**src/rtl/vngc_pkg.sv**
```systemverilog
// shared constants, types and helpers for the value noise gradient compositor
package vngc_pkg;

  // top level parameter defaults
  localparam int COORD_BITS_DEF = 12;
  localparam int MAX_STOPS_DEF  = 8;

  // hash multipliers
  localparam logic [31:0] PRIME_X = 32'd2654435761;
  localparam logic [31:0] PRIME_Y = 32'd2246822519;
  localparam logic [31:0] PRIME_Z = 32'd3266489917;
  localparam logic [31:0] MIX_1   = 32'h85ebca6b;
  localparam logic [31:0] MIX_2   = 32'hc2b2ae35;

  // fixed point constants
  localparam logic [16:0] ONE_Q16 = 17'h10000;
  localparam logic [31:0] OVER_D  = 32'd16711680;

  // divider shape: quotient bits, numerator and divisor widths
  localparam int DIV_STEPS = 8;
  localparam int DIV_NUM_W = 41;
  localparam int DIV_DEN_W = 32;

  // configuration register indexes
  typedef enum logic [2:0] {
    CFG_NOISE_SCALE,
    CFG_TIME_SPEED,
    CFG_OPACITY,
    CFG_GRAD_COUNT,
    CFG_PAIR_01,
    CFG_PAIR_23,
    CFG_PAIR_45,
    CFG_PAIR_67
  } cfg_idx_t;

  // control and the alpha result that travel alongside the divider lanes
  typedef struct packed {
    logic       valid;
    logic       zero;
    logic [7:0] alpha;
  } pipe_ctrl_t;

  // q16 linear blend, result never exceeds the larger end point
  function automatic logic [15:0] lerp16(input logic [15:0] a, input logic [15:0] b,
                                         input logic [16:0] s);
    logic [33:0] sum;
    sum = 34'(a) * 34'(ONE_Q16 - s) + 34'(b) * 34'(s);
    return sum[31:16];
  endfunction

endpackage

```
**src/rtl/vngc_div.sv**
```systemverilog
// restoring divider, one quotient bit per register stage
module vngc_div import vngc_pkg::*; #(
  parameter int NUM_W = DIV_NUM_W,
  parameter int DEN_W = DIV_DEN_W,
  parameter int Q_W   = DIV_STEPS
) (
  input  logic             clk,
  input  logic [NUM_W-1:0] num,
  input  logic [DEN_W-1:0] den,
  output logic [Q_W-1:0]   quo
);

  logic [NUM_W-1:0] rem_r [Q_W];
  logic [DEN_W-1:0] den_r [Q_W];
  logic [Q_W-1:0]   q_r   [Q_W];

  for (genvar i = 0; i < Q_W; i++) begin : g_step
    localparam int SH = Q_W - 1 - i;
    logic [NUM_W-1:0] rem_in, rem_nxt;
    logic [DEN_W-1:0] den_in;
    logic [Q_W-1:0]   q_in, q_nxt;
    logic [NUM_W:0]   dsh;
    logic             ge;

    if (i == 0) begin : g_first
      assign rem_in = num;
      assign den_in = den;
      assign q_in   = '0;
    end else begin : g_next
      assign rem_in = rem_r[i-1];
      assign den_in = den_r[i-1];
      assign q_in   = q_r[i-1];
    end

    // trial subtract of the shifted divisor
    always_comb begin
      dsh     = (NUM_W+1)'(den_in) << SH;
      ge      = {1'b0, rem_in} >= dsh;
      rem_nxt = ge ? NUM_W'({1'b0, rem_in} - dsh) : rem_in;
      q_nxt   = q_in | (Q_W'(ge) << SH);
    end

    always_ff @(posedge clk) begin
      rem_r[i] <= rem_nxt;
      den_r[i] <= den_in;
      q_r[i]   <= q_nxt;
    end
  end

  assign quo = q_r[Q_W-1];

endmodule

```
**config.mk**
```make
export PLATFORM = sky130hd
export DESIGN_NAME = vngc_div
export DESIGN_NICKNAME = d
export VERILOG_FILES = /design/src/rtl/vngc_pkg.sv /design/src/rtl/vngc_div.sv
export SDC_FILE = /design/constraint.sdc
export NUM_CORES = 1
export LEC_CHECK = 0
export ABC_AREA = 0
export ABC_CLOCK_PERIOD_IN_PS = 11000
export BUFFER_PORTS_ARGS = -buffer_cell sky130_fd_sc_hd__buf_2
export CAP_MARGIN = 20
export CORE_MARGIN = 5
export CORE_UTILIZATION = 32
export CTS_BUF_LIST = sky130_fd_sc_hd__clkbuf_4 sky130_fd_sc_hd__clkbuf_8 sky130_fd_sc_hd__clkbuf_16
export DETAILED_ROUTE_END_ITERATION = 7
export PLACE_DENSITY_LB_ADDON = 0.2
export SLEW_MARGIN = 0
export SYNTH_ARGS = -nofsm -noshare
export SYNTH_HDL_FRONTEND = slang
export SYNTH_SLANG_ARGS = --single-unit
```
**constraint.sdc**
```tcl
create_clock -name clk -period 11 [get_ports clk]
set_clock_uncertainty 0.15 [all_clocks]
set_input_delay 3.3 -clock clk [delete_from_list [all_inputs] [get_ports clk]]
set_output_delay 3.3 -clock clk [all_outputs]
set_load 0.005 [all_outputs]
```
==> qor.txt <==
outcome -> complete, no violations
Worst Path Arrival -> 6890 ps
count leader, synth -> dfxtp_1
worst skew pair latency -> 630 ps
Util after Layout -> 0.3624
Mapped Area -> 28270 um^2
DR pass1 iterations -> 5
Final Hold Fails -> 0
Synth cell types -> 93
Core Box Area -> 88100 um^2
clk buf depth -> 3
Setup Viol. Count Final -> 0
fillers -> 9166
hold path start -> q_r[1][19]
worst path required time -> 11350 ps
1st-iter DRT viols -> 1035
Fin Setup TNS -> 0 ps
Syn-to-layout area delta -> 12.95%
vias in the first global route -> 21900
Chip Height -> 307.2 um
# Post-CTS Setup Buffers -> 0
RePlAce Congestion -> 0.8859
Worst Path Max Fanout -> 56
synth cell count leaders -> dfxtp_1 (547), inv_1 (315), nand2_1 (297)
Worst Hold Class -> flop to flop
CP max stage cell -> o21ai_0
CP Capture Type -> flop
DRC Markers -> 0
Avg Inst Size Synth -> 8.653 um^2
row count -> 109
Syn Inst Count -> 3267
yosys warns -> 0
htree depth -> 2
Synth area leaders -> dfxtp_1 (39%), ha_1 (11%), a21oi_1 (4.6%)
max-slew violations -> 0
Synth Flop Type -> dfxtp_1
Crit path max-delay family -> compound AO/OA/AOI/OAI gates
largest net degree at the start of global routing -> 68
Worst-path clk slew -> 60 ps
Reg area -> 10950 um^2
nets@finish -> 3646
Max-cap violations -> 0
Starting Density -> 0.3209
layout cells sized above 1 -> 0.08338
number of synthesized register bits -> 547
total track usage -> 0.1502
Cell Chain, Critical Path -> buf_2, inv_1, ha_1, fa_1, nor2b_1, o31a_1, o21ai_0, o2111ai_1, a41o_1, and4_4, a21oi_4, buf_4, inv_2, mux2_2
WL per Instance -> 15.98 um
worst ir drop on vdd -> 0.0001443 V
placed wire-length estimate -> 57760 um
share of the synthesized area in the top cell type -> 0.3874
clk sinks -> 547
Synth area leader -> dfxtp_1
multi-input logic area -> 15670 um^2
Synthesized Nets -> 3604
crit path launch -> num[7]
fmax -> 152.8 MHz
Die ar. -> 94380 um^2
Setup Crit Path Kind -> primary input to flop
critical path's largest stage delay -> 600 ps
unrepaired setup endpoints after global routing -> false
CTS Root Cell -> clkbuf_16
total routed wirelength -> 72290 um
Worst slew margin -> 0.4265
I/O Buffers -> 81
CTS tree -> done
R2R Path Start -> den_r[2][1]
Top Ports -> 82
PD cells -> 291.9 nW/um^2
DR vias/cell -> 4.807
actual slew at the worst max-slew pin -> 852.3 ps
Startpoint Class -> primary input
initial antenna violation count -> 0
Resize count post-CTS -> 0
via count -> 21740
leakage power -> 14.21 nW
ys async rst share -> 0
Final Cycle Share -> 0.5949
Die X -> 307.2 um
Detail Route Antenna Nets -> 0
Hold Buf Count CTS -> 0
CP bufs+invs -> 4
antenna cells -> 0
Seq/Total Area, Yosys -> 0.3874
CTS buffer count -> 61
Final min period -> 6544 ps
total congestion overflow -> 0
number of flops mapped to enable cells by yosys -> 0
first-pass GRT wire length -> 116400 um
-- stage by stage --
stage	hold WS (ps)	power, mW	worst slack (ps)	instances	area [um^2]
6_report	170.9	9.321	4457	4523	31930
2_1_floorplan	159.6	6.158	5058	3267	28270
4_1_cts	173.0	9.384	4500	4522	31910
3_5_place_dp	162.1	7.176	3828	4410	29720
3_3_place_gp	160.2	7.192	3926	4409	29710
5_1_grt	181.5	10.08	4277	4523	31930
-- cells in the final DEF (no fill, tap or decap), types with 63 or more instances in the layout --
cell type | netlist | layout
nand2_1 | 297 | 297
a21o_1 | 118 | 118
o21ai_0 | 255 | 255
nor2_1 | 171 | 170
xnor2_1 | 118 | 118
a21oi_1 | 261 | 261
ha_1 | 256 | 256
nand4_1 | 64 | 64
nor3_1 | 64 | 64
buf_2 | 19 | 82
xor2_1 | 102 | 102
clkbuf_16 | 0 | 63
dfxtp_1 | 547 | 547
inv_1 | 315 | 315
-- layer usage --
layer	track usage	share of wire
met1	0.2052	0.49
met5	0	0
met4	0.06948	0.051
met2	0.2379	0.43
met3	0.01843	0.033
-- where the power goes --
part           internal (mW)  switching [mW]  total (mW)
combinational           1.83            2.41        4.23
sequential              2.56           0.370        2.93
clock                   1.34           0.819        2.15
-- final timing paths --
check,to,slack (ps),cells after the start
setup / recovery,rem_r[0][17],4460,14
hold / removal,q_r[1][27],170,0
setup reg to reg,rem_r[3][8],7020,11
hold reg to reg,q_r[1][27],170,0
-- worst reg2reg max path, cell delays in order, from the launching register on --
cell and delay [ps]:
dfxtp_1 380, inv_1 60, ha_1 310, nor2b_1 160, o31a_1 300, o2111ai_1 440
a2111oi_2 200, o311ai_1 430, a21oi_1 220, nor2_4 240, buf_4 490, mux2_2 470
-- cells by family after synthesis --
logic type | synth area share
DFF | 0.3874
adders and majority gates | 0.1183
and+or+nand+nor | 0.1465
xor gates and xnor gates | 0.06816
muxes | 0.01509
buffers and inverters | 0.05896
AOI/OAI and AO/OA | 0.2057
-- sequential cells by signal, summed over array words and instances (netlist names) --
register and count:
den_r 224, q_r 36, rem_r 287
-- cell type report --
class	count	share of cell area
Clock inverter	25	0.01023
Timing Repair Buffer	89	0.01489
Multi-Input combinational cell	2294	0.4908
Clock buffer	87	0.05835
Sequential cell	547	0.3430
Inverter	316	0.03715
Tap cell	1165	0.04565
(Power assumes the default switching activity.)
