File: config.mk
export PLATFORM = sky130hd
export DESIGN_NAME = vngc_hash
export DESIGN_NICKNAME = d
export VERILOG_FILES = /design/src/rtl/vngc_pkg.sv /design/src/rtl/vngc_hash.sv
export SDC_FILE = /design/constraint.sdc
export NUM_CORES = 1
export LEC_CHECK = 0
export BUFFER_PORTS_ARGS = -buffer_cell sky130_fd_sc_hd__buf_2
export CORE_ASPECT_RATIO = 1.5
export CORE_MARGIN = 2
export CORE_UTILIZATION = 45
export CTS_CLUSTER_DIAMETER = 120
export CTS_CLUSTER_SIZE = 10
export DETAILED_ROUTE_END_ITERATION = 8
export PLACE_DENSITY = 0.73
export SLEW_MARGIN = 20
export SYNTH_ARGS = -nofsm -noshare
export SYNTH_HDL_FRONTEND = slang
export SYNTH_SLANG_ARGS = --single-unit
File: constraint.sdc
create_clock -name clk -period 9.6 [get_ports clk]
set_input_delay 0.96 -clock clk [delete_from_list [all_inputs] [get_ports clk]]
set_output_delay 0.96 -clock clk [all_outputs]
set_load 0.02 [all_outputs]
File: src/rtl/vngc_pkg.sv
// shared constants, types and helpers for the value noise gradient compositor
package vngc_pkg;

  // top level parameter defaults
  localparam int COORD_BITS_DEF = 12;
  localparam int MAX_STOPS_DEF  = 8;

  // hash multipliers
  localparam logic [31:0] PRIME_X = 32'd2654435761;
  localparam logic [31:0] PRIME_Y = 32'd2246822519;
  localparam logic [31:0] PRIME_Z = 32'd3266489917;
  localparam logic [31:0] MIX_1   = 32'h85ebca6b;
  localparam logic [31:0] MIX_2   = 32'hc2b2ae35;

  // fixed point constants
  localparam logic [16:0] ONE_Q16 = 17'h10000;
  localparam logic [31:0] OVER_D  = 32'd16711680;

  // divider shape: quotient bits, numerator and divisor widths
  localparam int DIV_STEPS = 8;
  localparam int DIV_NUM_W = 41;
  localparam int DIV_DEN_W = 32;

  // configuration register indexes
  typedef enum logic [2:0] {
    CFG_NOISE_SCALE,
    CFG_TIME_SPEED,
    CFG_OPACITY,
    CFG_GRAD_COUNT,
    CFG_PAIR_01,
    CFG_PAIR_23,
    CFG_PAIR_45,
    CFG_PAIR_67
  } cfg_idx_t;

  // control and the alpha result that travel alongside the divider lanes
  typedef struct packed {
    logic       valid;
    logic       zero;
    logic [7:0] alpha;
  } pipe_ctrl_t;

  // q16 linear blend, result never exceeds the larger end point
  function automatic logic [15:0] lerp16(input logic [15:0] a, input logic [15:0] b,
                                         input logic [16:0] s);
    logic [33:0] sum;
    sum = 34'(a) * 34'(ONE_Q16 - s) + 34'(b) * 34'(s);
    return sum[31:16];
  endfunction

endpackage

File: src/rtl/vngc_hash.sv
// two stage corner hash finaliser, one multiplier per stage
module vngc_hash import vngc_pkg::*; (
  input  logic        clk,
  input  logic [31:0] term_x,
  input  logic [31:0] term_y,
  input  logic [31:0] term_z,
  output logic [15:0] value
);

  logic [31:0] ha_r, ha_nxt;
  logic [31:0] hb_r, hb_nxt;
  logic [31:0] h0, h1, h2;

  // fold the prime terms, first and second mix multiplies
  always_comb begin
    h0     = term_x ^ term_y ^ term_z;
    h1     = h0 ^ (h0 >> 16);
    ha_nxt = 32'(h1 * MIX_1);
    h2     = ha_r ^ (ha_r >> 13);
    hb_nxt = 32'(h2 * MIX_2);
  end

  always_ff @(posedge clk) begin
    ha_r <= ha_nxt;
    hb_r <= hb_nxt;
  end

  // the last xor-shift leaves the top half unchanged
  assign value = hb_r[31:16];

endmodule

==> results.py, run 1 <==
metrics = {
    "sta": {
        "layout_worst_path_cycle_share_pct": 82.50,
        "finalSetupViolCount": 0,
        "skew_ns": 0.01266,
        "period_minus_slack_ns": 7.920,
        "maxSlewHeadroom_pct": 38.71,
        "clock.fmax_ghz": 0.1263,
        "rsz0062_at_grt": "no",
        "final.setup.tns_ns": 0,
        "tightest_slew_ns": 0.9128,
        "hold_viol": 0,
        "final_max_slew_viol_count": 0,
    },
    "yosys": {
        "ys_types": 52,
        "synth-seq-cells": 48,
        "ys_warn_count": 0,
        "synth_edf_count": 0,
        "synth_flop_cell": "dfxtp_1",
        "seq_area_frac_synth_pct": 5.096,
        "ys_async_sr_fraction_pct": 0,
        "synth_area_um2": 18860,
        "synth_fp_nets": 2708,
        "syn_inst": 1844,
        "syn_avg_cell_area_um2": 10.23,
    },
    "worst_hold_path": {
        "min-delay-start": "ha_r[27]$_DFF_P_",
        "hold_depth": 5,
        "hp-class": "register to register",
    },
    "floorplan": {
        "die_area_um2": 43590,
        "initial_core_util_pct": 45.75,
        "core_um2": 41220,
        "fp-row-count": 91,
        "die_y_um": 254.7,
        "die_x_um": 171.1,
        "io_pins": 113,
    },
    "routing": {
        "drc_errors": 0,
        "routed_wl_mm": 48.21,
        "drt-initial-drc-count": 445,
        "vias": 12511,
        "ant_nets": 0,
        "vias_per_cell": 4.949,
        "firstDrtPassIters": 5,
        "avgRoutedWirePerCell_um": 19.07,
    },
    "clock_network": {
        "clock_latency_ns": 0.31,
        "clock_path_buffers": 2,
        "path_clk_slew_ns": 0.07,
        "cts_resized": 0,
        "cts_tree": "built",
        "root_buffer": "clkbuf_16",
        "cts_buffers": 5,
        "holdBufCountCts": 0,
        "htree_levels": 2,
        "cts.sinks": 48,
        "cts_setup_buffers": 0,
    },
    "layout": {
        "drive_above_1_share_pct": 6.954,
        "diodes": 0,
        "multiInputGateArea_um2": 15530,
        "fill_cells": 3806,
        "syn_to_final_growth_pct": 7.902,
        "fin_nets": 2833,
        "seq_area_um2": 960.9,
        "fin_cells": 2528,
    },
    "place": {
        "io_buffers": 112,
        "hpwlAfterDp_mm": 44.99,
        "place_inst": 2520,
        "gp_congestion": 1.013,
    },
    "critical_path": {
        "timing.rr.start": "ha_r[23]$_DFF_P_",
        "worst_path_max_delay_cell": "xor2_1",
        "startpoint": "term_x[28]",
        "cp.arrival_ns": 8.17,
        "crit_fanout": 8,
        "cpLargestDelayFamily": "adder cells",
        "start_kind": "primary input",
        "cp.required_ns": 9.85,
        "r2r_cells": 18,
        "critPathCaptureType": "register",
        "cp_num_cells": 26,
        "path_common_cell": "fa_1",
        "path_class": "primary input to register",
        "path_buf_inv": 6,
        "timing.critical_path.slowest_cell_delay_ns": 0.68,
    },
    "grt": {
        "overflow": 0,
        "grt_pass1_vias": 14474,
        "grt_pass1_wl_mm": 75.72,
        "grt_max_degree": 16,
        "globalRouteTotalUtil_pct": 23.49,
        "antenna_found_initial": 0,
    },
    "flow_run": {
        "drv_cap": 0,
    },
    "outcome": {
        "status": "complete, no violations",
    },
}
==> worst register-to-register path, delay by kind of cell, from the launching register on <==
| family | cells | cell delay (ns) |
|---|---|---|
| AOI/OAI and AO/OA | 6 | 1.55 |
| adders and majority gates | 9 | 3.83 |
| DFF | 1 | 0.59 |
| xor gates and xnor gates | 1 | 0.66 |
| and+or+nand+nor | 2 | 0.46 |
==> cells in the mapped netlist, types with 3 or more instances <==
| cell type | instances | area share (%) |
|---|---|---|
| a31oi_1 | 6 | 0.20 |
| a21oi_1 | 30 | 0.80 |
| a21o_1 | 19 | 0.76 |
| o31ai_1 | 4 | 0.16 |
| o21bai_1 | 8 | 0.32 |
| xor2_1 | 64 | 3.0 |
| and3_1 | 6 | 0.20 |
| o21ai_1 | 5 | 0.13 |
| fa_1 | 391 | 42 |
| o21a_1 | 4 | 0.16 |
| ha_1 | 376 | 25 |
| nand2_1 | 17 | 0.34 |
| a211oi_1 | 5 | 0.20 |
| inv_1 | 629 | 13 |
| nand3_1 | 8 | 0.21 |
| and4_1 | 3 | 0.14 |
| xnor2_1 | 146 | 6.8 |
| dfxtp_1 | 48 | 5.1 |
| o21ai_0 | 6 | 0.16 |
| nor2_1 | 20 | 0.40 |
| nand4_1 | 5 | 0.17 |
| nor3_1 | 8 | 0.21 |
==> cell families after synthesis <==
group	synth area share [%]
xor+xnor	9.839
buf+inv	12.60
fa+ha+maj	66.45
mux	0.1128
simple gates	2.004
compound gates	3.895
flops	5.096
==> flip-flops by register name (all words and copies together) (netlist names) <==
register	count
ha_r	32
hb_r	16
==> worst paths after layout <==
check | end | slack (ns)
worst max-delay path | ha_r[27]$_DFF_P_ | 1.68
worst min-delay path | hb_r[28]$_DFF_P_ | 1.22
worst max register to register | hb_r[25]$_DFF_P_ | 2.43
worst min register to register | hb_r[28]$_DFF_P_ | 1.22
==> cell usage in the layout (no fill, tap or decap), types with 6 or more instances in the layout <==
cell,n
buf_2,112
xor2_1,64
and3_1,6
a21o_1,19
nor3_1,8
dfxtp_1,48
o21ai_0,6
nor2_1,20
o21bai_1,8
inv_1,629
nand3_1,8
ha_1,376
fa_1,391
a31oi_1,6
buf_4,9
a21oi_1,30
xnor2_1,145
nand2_1,17
==> through the flow <==
stage | instance area, um2 | hold WS (ns) | setup slack, ns | util (%)
finish | 20350 | 1.219 | 1.680 | 49.37
global route | 20350 | 1.308 | 1.334 | 49.37
CTS | 20340 | 1.238 | 1.623 | 49.35
detailed placement | 20170 | 1.235 | 1.287 | 48.94
global placement | 20170 | 1.204 | 1.484 | 48.94
floorplan | 18860 | 0.9584 | 1.908 | -
==> metal layers <==
layer,up-vias,wire length (um),track usage (%)
met2,366,26690,45.82
met4,0,4796,19.13
met3,186,1367,1.754
li1,5754,-,-
met1,6205,15350,21.95
met5,-,0,0
==> layout make-up <==
cell class                 instances  share of cell area (%)
sequential                        48                   4.722
clock inverter                     3                  0.2091
clock buffer                       5                  0.6149
inverter                         630                   11.62
multi-input combinational       1163                   76.31
timing repair buffer             121                   3.087
tap                              558                   3.431
Power of run 1 is left out: the tool's default activity adds up to more than one toggle a clock period on the data nets, which glitch-free logic cannot reach.
==> run 2, diff against run 1 <==
--- a/config.mk
+++ b/config.mk
@@ -12,7 +12,7 @@
 export CTS_CLUSTER_DIAMETER = 120
 export CTS_CLUSTER_SIZE = 10
 export DETAILED_ROUTE_END_ITERATION = 8
-export PLACE_DENSITY = 0.73
+export PLACE_DENSITY = 0.75
 export SLEW_MARGIN = 20
 export SYNTH_ARGS = -nofsm -noshare
 export SYNTH_HDL_FRONTEND = slang
==> constraint.sdc (replaced) <==
create_clock -name clk -period 6.75 [get_ports clk]
set_input_delay 0.675 -clock clk [delete_from_list [all_inputs] [get_ports clk]]
set_output_delay 0.675 -clock clk [all_outputs]
set_load 0.02 [all_outputs]
==> run 2 against run 1 <==
The run now ends with negative setup slack left. Setup slack lost 1.8 ns. First-iteration DRC count shrank 5.8%. Routed wire length grew 11%. Critical path type unchanged. Largest cell class unchanged. Highest routed layer unchanged.
==> results.py, run 2 (synthesized netlist as in run 1, its figures left out) <==
metrics = {
    "layout": {
        "diodes": 0,
        "fin_nets": 3085,
        "final_common_cell": "inv_1",
        "fill_cells": 3511,
        "final_cell_mix": "inv_1 (617), fa_1 (375), ha_1 (354), buf_4 (255), xnor2_1 (117)",
        "top_register": "ha_r",
        "syn_to_final_growth_pct": 22.84,
        "largestRegisters": "ha_r: 32 flops, hb_r: 16 flops",
        "largest_register_ffs": 32,
        "drive_above_1_share_pct": 23.04,
    },
    "sta": {
        "hold_viol": 0,
        "rsz0062_at_grt": "yes",
        "final_max_slew_viol_count": 0,
        "finalSetupViolCount": 3,
        "tightest_slew_ns": 0.5364,
        "period_minus_slack_ns": 6.824,
        "clock.fmax_ghz": 0.1465,
        "maxSlewHeadroom_pct": 63.98,
        "layout_worst_path_cycle_share_pct": 101.1,
        "final.setup.tns_ns": -0.1742,
        "skew_ns": 0.01037,
        "setup_slack_ns": -0.07401,
    },
    "grt": {
        "antenna_found_initial": 0,
        "grt_max_degree": 17,
        "grt_pass1_vias": 15944,
        "grt_pass1_wl_mm": 82.25,
        "overflow": 0,
        "globalRouteTotalUtil_pct": 25.66,
    },
    "critical_path": {
        "crit_fanout": 5,
        "path_buf_inv": 5,
        "cpLargestDelayFamily": "adder cells",
        "start_kind": "primary input",
        "timing.rr.start": "ha_r[18]$_DFF_P_",
        "path_class": "primary input to register",
        "worst_path_max_delay_cell": "fa_1",
        "startpoint": "term_z[12]",
        "path_common_cell": "fa_1",
        "r2r_cells": 20,
        "critPathCaptureType": "register",
        "rr_endpoint": "hb_r[31]$_DFF_P_",
        "cp.required_ns": 7.00,
        "r2r_slack_ns": 0.17,
        "timing.critical_path.slowest_cell_delay_ns": 0.54,
        "cp.arrival_ns": 7.07,
    },
    "place": {
        "io_buffers": 112,
        "gp_congestion": 1.024,
        "hpwlAfterDp_mm": 49.60,
    },
    "floorplan": {
        "die_x_um": 171.1,
        "die_area_um2": 43590,
        "core_um2": 41220,
        "fp-row-count": 91,
        "io_pins": 113,
        "die_y_um": 254.7,
        "initial_core_util_pct": 45.75,
    },
    "clock_network": {
        "cts.sinks": 48,
        "cts_tree": "built",
        "clock_latency_ns": 0.31,
        "htree_levels": 2,
        "root_buffer": "clkbuf_16",
        "cts_buffers": 5,
        "clock_path_buffers": 2,
        "path_clk_slew_ns": 0.07,
        "holdBufCountCts": 0,
    },
    "worst_hold_path": {
        "hp-class": "register to register",
        "whs_endpoint": "hb_r[29]$_DFF_P_",
        "hold_depth": 5,
        "min-delay-start": "ha_r[28]$_DFF_P_",
    },
    "routing": {
        "vias_per_cell": 4.913,
        "firstDrtPassIters": 6,
        "ant_nets": 0,
        "routed_wl_mm": 53.75,
        "avgRoutedWirePerCell_um": 19.33,
        "drt-initial-drc-count": 419,
        "vias": 13657,
        "drc_errors": 0,
    },
    "outcome": {
        "violations": "negative setup slack",
        "status": "finished, violations left",
    },
    "flow_run": {
        "drv_cap": 0,
    },
}
## run 2: layer usage
layer	wire, um	up-vias	global-route usage, %
li1	-	6241	-
met1	16280	6794	22.07
met2	30180	402	51.21
met3	1240	220	1.862
met4	6045	0	23.17
met5	0	-	0
## run 2: worst max path at each step
stage | end | slack, ns | depth (start not counted)
floorplan | ha_r[27]$_DFF_P_ | -0.23 | 26
global placement | ha_r[31]$_DFF_P_ | -0.42 | 24
detailed placement | ha_r[31]$_DFF_P_ | -0.59 | 24
CTS | ha_r[31]$_DFF_P_ | -0.03 | 24
global route | ha_r[30]$_DFF_P_ | -0.26 | 24
finish | ha_r[27]$_DFF_P_ | -0.07 | 25
## run 2: timing repair
action	4_1_cts	5_1_grt
cloned	0	0
hold endpoints to repair	0	0
endpoints found under the setup margin	6	17
setup buffers	12	6
pin swaps	49	26
resized for setup	45	66
## run 2: area by class of cell
cell class | count | area [um2] | share of cell area (%)
Clock buffer | 5 | 125.1 | 0.5401
Timing Repair Buffer | 373 | 2570 | 11.09
Clock inverter | 3 | 46.29 | 0.1998
Inverter | 630 | 2367 | 10.22
Multi-Input combinational cell | 1163 | 16390 | 70.77
Tap cell | 558 | 698.2 | 3.014
Sequential cell | 48 | 964.7 | 4.164
## run 2: through the flow
step	worst slack (ns)	util, %	cells	hold WS (ns)	area [um2]
2_1_floorplan	-0.2323	-	1844	0.9584	19140
3_3_place_gp	-0.4237	53.86	2754	1.091	22200
3_5_place_dp	-0.5938	53.86	2754	1.090	22200
4_1_cts	-0.02754	55.20	2774	1.221	22750
5_1_grt	-0.2587	56.20	2780	1.284	23170
6_report	-0.07401	56.20	2780	1.215	23170
## run 2: worst reg2reg max path, cell delays in order, from the launching register on
cell	delay (ns)
dfxtp_1	0.45
xor2_1	0.49
ha_1	0.37
fa_1	0.70
inv_1	0.11
fa_1	0.54
inv_1	0.07
fa_1	0.51
inv_1	0.06
fa_1	0.46
fa_1	0.53
inv_1	0.06
fa_1	0.39
fa_1	0.42
xor2_1	0.18
xnor2_1	0.14
xnor2_1	0.24
xnor2_1	0.18
xnor2_1	0.11
xnor2_1	0.34
xnor2_1	0.12
Power of run 2 is left out for the same reason.
